## config.mk

```make
export PLATFORM = sky130hd
export DESIGN_NAME = mlr_mod_unit
export DESIGN_NICKNAME = d
export VERILOG_FILES = /design/src/hw/rtl/mlr_pkg.sv /design/src/hw/rtl/mlr_mod_unit.sv
export SDC_FILE = /design/constraint.sdc
export NUM_CORES = 1
export LEC_CHECK = 0
export BUFFER_PORTS_ARGS = -buffer_cell sky130_fd_sc_hd__buf_4
export CORE_UTILIZATION = 31
export DETAILED_ROUTE_END_ITERATION = 8
export GPL_TIMING_DRIVEN = 1
export PLACE_DENSITY = 0.49
export SLEW_MARGIN = 20
export SYNTH_ARGS = -nofsm -noshare
export SYNTH_HDL_FRONTEND = slang
export SYNTH_SLANG_ARGS = --single-unit
export TNS_END_PERCENT = 1
```

## constraint.sdc

```tcl
create_clock -name clk -period 2.09 [get_ports clk]
set_clock_uncertainty 0.05 [all_clocks]
set_input_delay 0.3135 -clock clk [delete_from_list [all_inputs] [get_ports clk]]
set_output_delay 0.3135 -clock clk [all_outputs]
set_load 0.01 [all_outputs]
```

## src/hw/rtl/mlr_pkg.sv

```systemverilog
// Shared types and codes for the matrix line rotator.
// No dependencies; mlr_if, mlr_mod_unit and matrix_line_rotator import this package.
`default_nettype none

package mlr_pkg;

    localparam int OPCODE_W  = 2;
    localparam int INDEX_W   = 5;
    localparam int SHIFT_W   = 16;
    localparam int VALUE_W   = 32;
    localparam int CFG_W     = 6;
    localparam int CFG_IDX_W = 1;
    localparam int STATUS_W  = 1;

    typedef logic [OPCODE_W-1:0]       opcode_t;
    typedef logic [INDEX_W-1:0]        index_t;
    typedef logic [SHIFT_W-1:0]        shift_t;
    typedef logic signed [VALUE_W-1:0] value_t;
    typedef logic [CFG_W-1:0]          cfg_data_t;
    typedef logic [CFG_IDX_W-1:0]      cfg_index_t;
    typedef logic [STATUS_W-1:0]       status_t;

    localparam opcode_t OP_WRITE   = 2'd0;
    localparam opcode_t OP_READ    = 2'd1;
    localparam opcode_t OP_ROT_ROW = 2'd2;
    localparam opcode_t OP_ROT_COL = 2'd3;

    localparam status_t STATUS_OK  = 1'b0;
    localparam status_t STATUS_BAD = 1'b1;

    localparam cfg_index_t REG_ROWS = 1'b0;
    localparam cfg_index_t REG_COLS = 1'b1;

    localparam cfg_data_t DIM_RESET = 6'd32;

endpackage

`default_nettype wire

```

## src/hw/rtl/mlr_mod_unit.sv

```systemverilog
// Restoring remainder unit: shift count modulo line length, one bit per cycle.
// Depends on mlr_pkg for the count width.
`default_nettype none

module mlr_mod_unit import mlr_pkg::*; #(
    parameter int MAX_DIM = 32
) (
    input  wire logic                       clk,
    input  wire logic                       rst_n,
    input  wire logic                       start,
    input  wire shift_t                     count,
    input  wire logic [$clog2(MAX_DIM+1)-1:0] len,
    output logic                            done,
    output logic [$clog2(MAX_DIM)-1:0]      rem
);

    localparam int DIM_W = $clog2(MAX_DIM);
    localparam int LEN_W = $clog2(MAX_DIM + 1);
    localparam int BIT_W = $clog2(SHIFT_W);

    logic             busy_reg, busy_next;
    logic             done_reg, done_next;
    logic [BIT_W-1:0] bit_reg, bit_next;
    shift_t           cnt_reg, cnt_next;
    logic [LEN_W-1:0] rem_reg, rem_next;
    logic [LEN_W-1:0] len_reg, len_next;
    logic [LEN_W:0]   trial;

    always_comb
    begin
        busy_next = busy_reg;
        done_next = 1'b0;
        bit_next  = bit_reg;
        cnt_next  = cnt_reg;
        rem_next  = rem_reg;
        len_next  = len_reg;
        trial     = {rem_reg, cnt_reg[SHIFT_W-1]};
        if (start)
        begin
            busy_next = 1'b1;
            bit_next  = '0;
            cnt_next  = count;
            rem_next  = '0;
            len_next  = len;
        end
        else if (busy_reg)
        begin
            // bring down the next count bit, subtract when it fits
            if (trial >= {1'b0, len_reg})
            begin
                rem_next = LEN_W'(trial - {1'b0, len_reg});
            end
            else
            begin
                rem_next = LEN_W'(trial);
            end
            cnt_next = {cnt_reg[SHIFT_W-2:0], 1'b0};
            bit_next = bit_reg + BIT_W'(1);
            if (bit_reg == BIT_W'(SHIFT_W - 1))
            begin
                busy_next = 1'b0;
                done_next = 1'b1;
            end
        end
    end

    always_ff @(posedge clk or negedge rst_n)
    begin
        if (!rst_n)
        begin
            busy_reg <= 1'b0;
            done_reg <= 1'b0;
        end
        else
        begin
            busy_reg <= busy_next;
            done_reg <= done_next;
        end
    end

    always_ff @(posedge clk)
    begin
        bit_reg <= bit_next;
        cnt_reg <= cnt_next;
        rem_reg <= rem_next;
        len_reg <= len_next;
    end

    assign done = done_reg;
    assign rem  = DIM_W'(rem_reg);

endmodule

`default_nettype wire

```

# == Word-level counts from Yosys, hierarchy flattened ==
# Cells that the tools add are included.
# classes
addsub,2
n_lt_le_gt_ge,1
eq_ne,1
mux,9
n_reduce_logical,1
# op_table
op,n
$mux 16,2
$ge 7x6->1,1
$mux 1,6
$mux 6,1
$sub 6x6->6,1
$add 4x1->4 const B,1
$eq 4x4->1 const B,1
$reduce_bool 2->1,1
# word_totals
ff_bits,34
input_bits,25
out_inout_bits,6
elab_cells,20

# == Logic depth before layout (Yosys ltp) ==
# depth
ltp_word,4
depth_mapped,8

# == Worst setup path after synthesis ==
# No wires, ideal clock.
# synth_path
path_type,register to register
start,register len_reg[0]
end,register rem_reg[0]
setup_ns,0.095
t_arrival_ns,1.756
setup_slack_ns,0.189
stages_incl_launch_ff,7
path_cell_list,edfxtp_1 > ha_1 > and2b_4 > o21ai_2 > a41oi_4 > or4b_1 > o311ai_1
# synth_between
elab_chain_len,2
elab_cells_between_ends,3
# synth_rtl
item,line,rtl
"start, declared",mlr_mod_unit.sv:26,"logic [LEN_W-1:0] len_reg, len_next;"
"start signal, assigned",mlr_mod_unit.sv:86,len_reg <= len_next;
$sub 6x6->6 / $ge 7x6->1 (equally long branches),"mlr_mod_unit.sv:51, mlr_mod_unit.sv:49",
$mux 6 *,mlr_mod_unit.sv:49,"if (trial >= {1'b0, len_reg})"
"end signal, assigned",mlr_mod_unit.sv:85,rem_reg <= rem_next;
"end, declared",mlr_mod_unit.sv:25,"logic [LEN_W-1:0] rem_reg, rem_next;"
# Every way passes the cells marked *; elsewhere a longest branch is shown, timed or not.
# A chain may end at the register's enable or synchronous reset.

# == Worst setup path in the final report ==
# Ends and elaborated chain as after synthesis.

==> reports/summary.txt <==
Final net count - 205
Root buf cell - clkbuf_8
Highest-count cells in the layout ignoring fill and taps - buf_4, edfxtp_1, mux2_2
Die Wd - 76.66 um
Core Area - 5238 sq um
Combinational fraction of design power - 32.1%
H-tree lvl count - 2
First-pass GRT wire length - 5278 um
CP required - 2.23 ns
Post-Route M1 WL - 1552 um
Final setup vio count - 0
Synthesized instance count - 140
Starting DRT DRC Count - 61
Vias in the first global route - 1,110
Post-synth cell types - 38
Placed cell area - 1994 sq um
Share of layout cells above drive strength 1 - 40.70%
Hold Path Class - input port to flip-flop
Worst VDD drop - 384.0 uV
Metal2 WL - 1444 um
Skew-Pair Late Insertion Delay - 0.28 ns
Element type at the critical path end - flip-flop
Internal reg-to-reg setup slack - 0.08 ns
Largest register FFs - 16
Post-synthesis register bit count - 34
CP Cell Sequence - ha_4 > and2b_4 > o21ai_4 > a41oi_4 > or4b_4 > o311ai_1
Die Height - 76.66 um
Area of the multi-input gates - 772.0 sq um
Final critical-path share of the clock period - 96.29%
Asr flop ratio synth - 5.882%
Tot GR Track Use - 11.69%
Design area - 2207 sq um
DP HPWL - 2170 um
Cts bufs inserted - 5
Worst-margin pin slew - 0.4518 ns
Slowest CP cell - or4b_4
Crit path time final - 2.012 ns
Post-synth EDFFs - 22
Antenna violations before repair - 0
Max incr delay on CP - 0.51 ns
Synthesized Nets - 174
Total gr overflow - 0
Final design utilization - 42.14%
Vias - 1,141
Sequential element share of the synthesized area - 52.72%
Average size of a mapped cell - 12.34 sq um
Reg clk slew, reported paths - 0.07 ns
Rel. slew slack - 69.88%
Port Buffer Count - 30
# IOs - 31
Switching share of power - 29.26%
Fmax - 0.4969 GHz
Netlist Area Pre-Place - 1728 sq um
Wire length per cell - 13.34 um
Antenna cells - 0
Drc violations - 0
MaxCap Viol Count - 0
Placer's final routability congestion estimate - 0.7109
Largest net degree at the start of global routing - 40
Critical Path Source Type - flip-flop
Clock network fraction of total power - 30.6%
Total Wirelength - 3229 um
Most common cell after layout, fill and taps aside - buf_4
Die area - 5877 sq um
Worst Path Buf+Inv - 0
Drt pass-1 iters - 4
Clock tree buffer depth - 2
NetSw - 676.6 uW
Final hold violation count - 0
Post-route ant nets - 0
Fin. max-slew vios - 0
Worst EP arrival - 2.15 ns
Status - finished, final reports clean
Post-DR vias/cell - 4.715
Reg power frac - 37.3%
Type of the worst setup path - flip-flop to flip-flop
Crit path max-delay family - simple AND/OR/NAND/NOR gates
Initial Utilization - 32.99%
FF+latch area - 910.9 sq um
CP max FO - 5
Max Used Layer - met4
Leak Pwr - 0.0009024 uW
Pwr dens - 1048 nW/um^2
Met3 wire len - 175 um
Yosys warns - 0
Clock net sink count - 34
Internal power - 1636 uW
CTS tree - yes
Main synth FF type - edfxtp_1
Fillers - 502
Num rows - 26
Area Growth Syn to Fin - 27.73%
-- final timing paths --
check,startpoint,cells past startpoint,end
hold reg to reg,bit_reg[3],2,done
min in group asynchronous,rst_n,2,busy_reg
setup reg to reg,len_reg[0],6,rem_reg[0]
setup / recovery,len_reg[0],6,rem_reg[0]
max in group asynchronous,rst_n,2,done
hold / removal,len[3],1,len_reg[3]
-- worst reg2reg max path: cells and delay by family (launching register included) --
kind	cells	cell delay (ns)
DFF	1	0.43
AOI/OAI and AO/OA	3	0.45
and+or+nand+nor	2	0.69
adders and majority gates	1	0.29
-- power by group through the flow --
stage | Clock, uW | Sequential [uW] | Combinational (uW)
after floorplan | 0 | 860 | 513
after global placement | 0 | 874 | 643
after detailed placement | 0 | 875 | 655
after CTS | 725 | 860 | 661
after global routing | 755 | 873 | 813
final | 708 | 863 | 741
-- through the flow --
| step | worst slack [ns] | setup TNS, ns | power (uW) | std cells | hold WS [ns] |
|---|---|---|---|---|---|
| after floorplan | 0.1885 | 0 | 1372 | 140 | -0.03209 |
| after global placement | 0.1019 | 0 | 1517 | 232 | 0.04553 |
| after detailed placement | 0.04071 | 0 | 1530 | 232 | 0.04722 |
| after CTS | 0.02450 | 0 | 2246 | 241 | 0.1404 |
| after global routing | -0.002362 | -0.002362 | 2441 | 242 | 0.1349 |
| final | 0.07763 | 0 | 2313 | 242 | 0.1537 |
-- cells in the mapped netlist (3+ instances only) --
library cell | n | area (sq um)
nand2_1 | 5 | 18.77
dfxtp_1 | 10 | 200.2
buf_4 | 5 | 37.54
mux2i_1 | 4 | 40.04
a211oi_1 | 3 | 22.52
ha_1 | 8 | 100.1
nor2_1 | 13 | 48.80
xor2_1 | 4 | 35.03
inv_1 | 9 | 33.78
edfxtp_1 | 22 | 660.6
a21oi_1 | 5 | 25.02
mux2_2 | 15 | 168.9
buf_2 | 4 | 20.02
-- layout make-up --
cell class | instances | area share (%)
clock buffers | 7 | 4.875
multi-input cells | 86 | 34.98
flip-flops and latches | 34 | 41.27
clock inverters | 1 | 1.361
repair buffers | 35 | 12.02
inverters | 9 | 1.531
well taps | 70 | 3.968
-- timing repair --
item | CTS | global route
endpoints found under the setup margin | 0 | 5
setup buffers | 0 | 0
gates resized for setup | 0 | 9
hold endpoints to repair | 2 | 0
hold buffers | 1 | 0
-- cells by family (layout without fill, tap and decap cells) --
kind of cell               after synthesis  count (layout)  synth area share [%]
AOI/OAI and AO/OA                       18              19                 8.689
adders and majority gates                9               9                 6.952
buffers and inverters                   21              52                 6.372
DFF                                     34              34                 52.72
muxes                                   19              19                 12.09
xor gates and xnor gates                 6               6                 3.041
and+or+nand+nor                         33              33                 10.14
-- routing by layer --
metal	vias up	global-route usage, %
met1	548	15.58
met2	25	16.61
met4	0	5.385
met5	-	0
met3	5	4.405
li1	563	-
(Power assumes the default switching activity.)
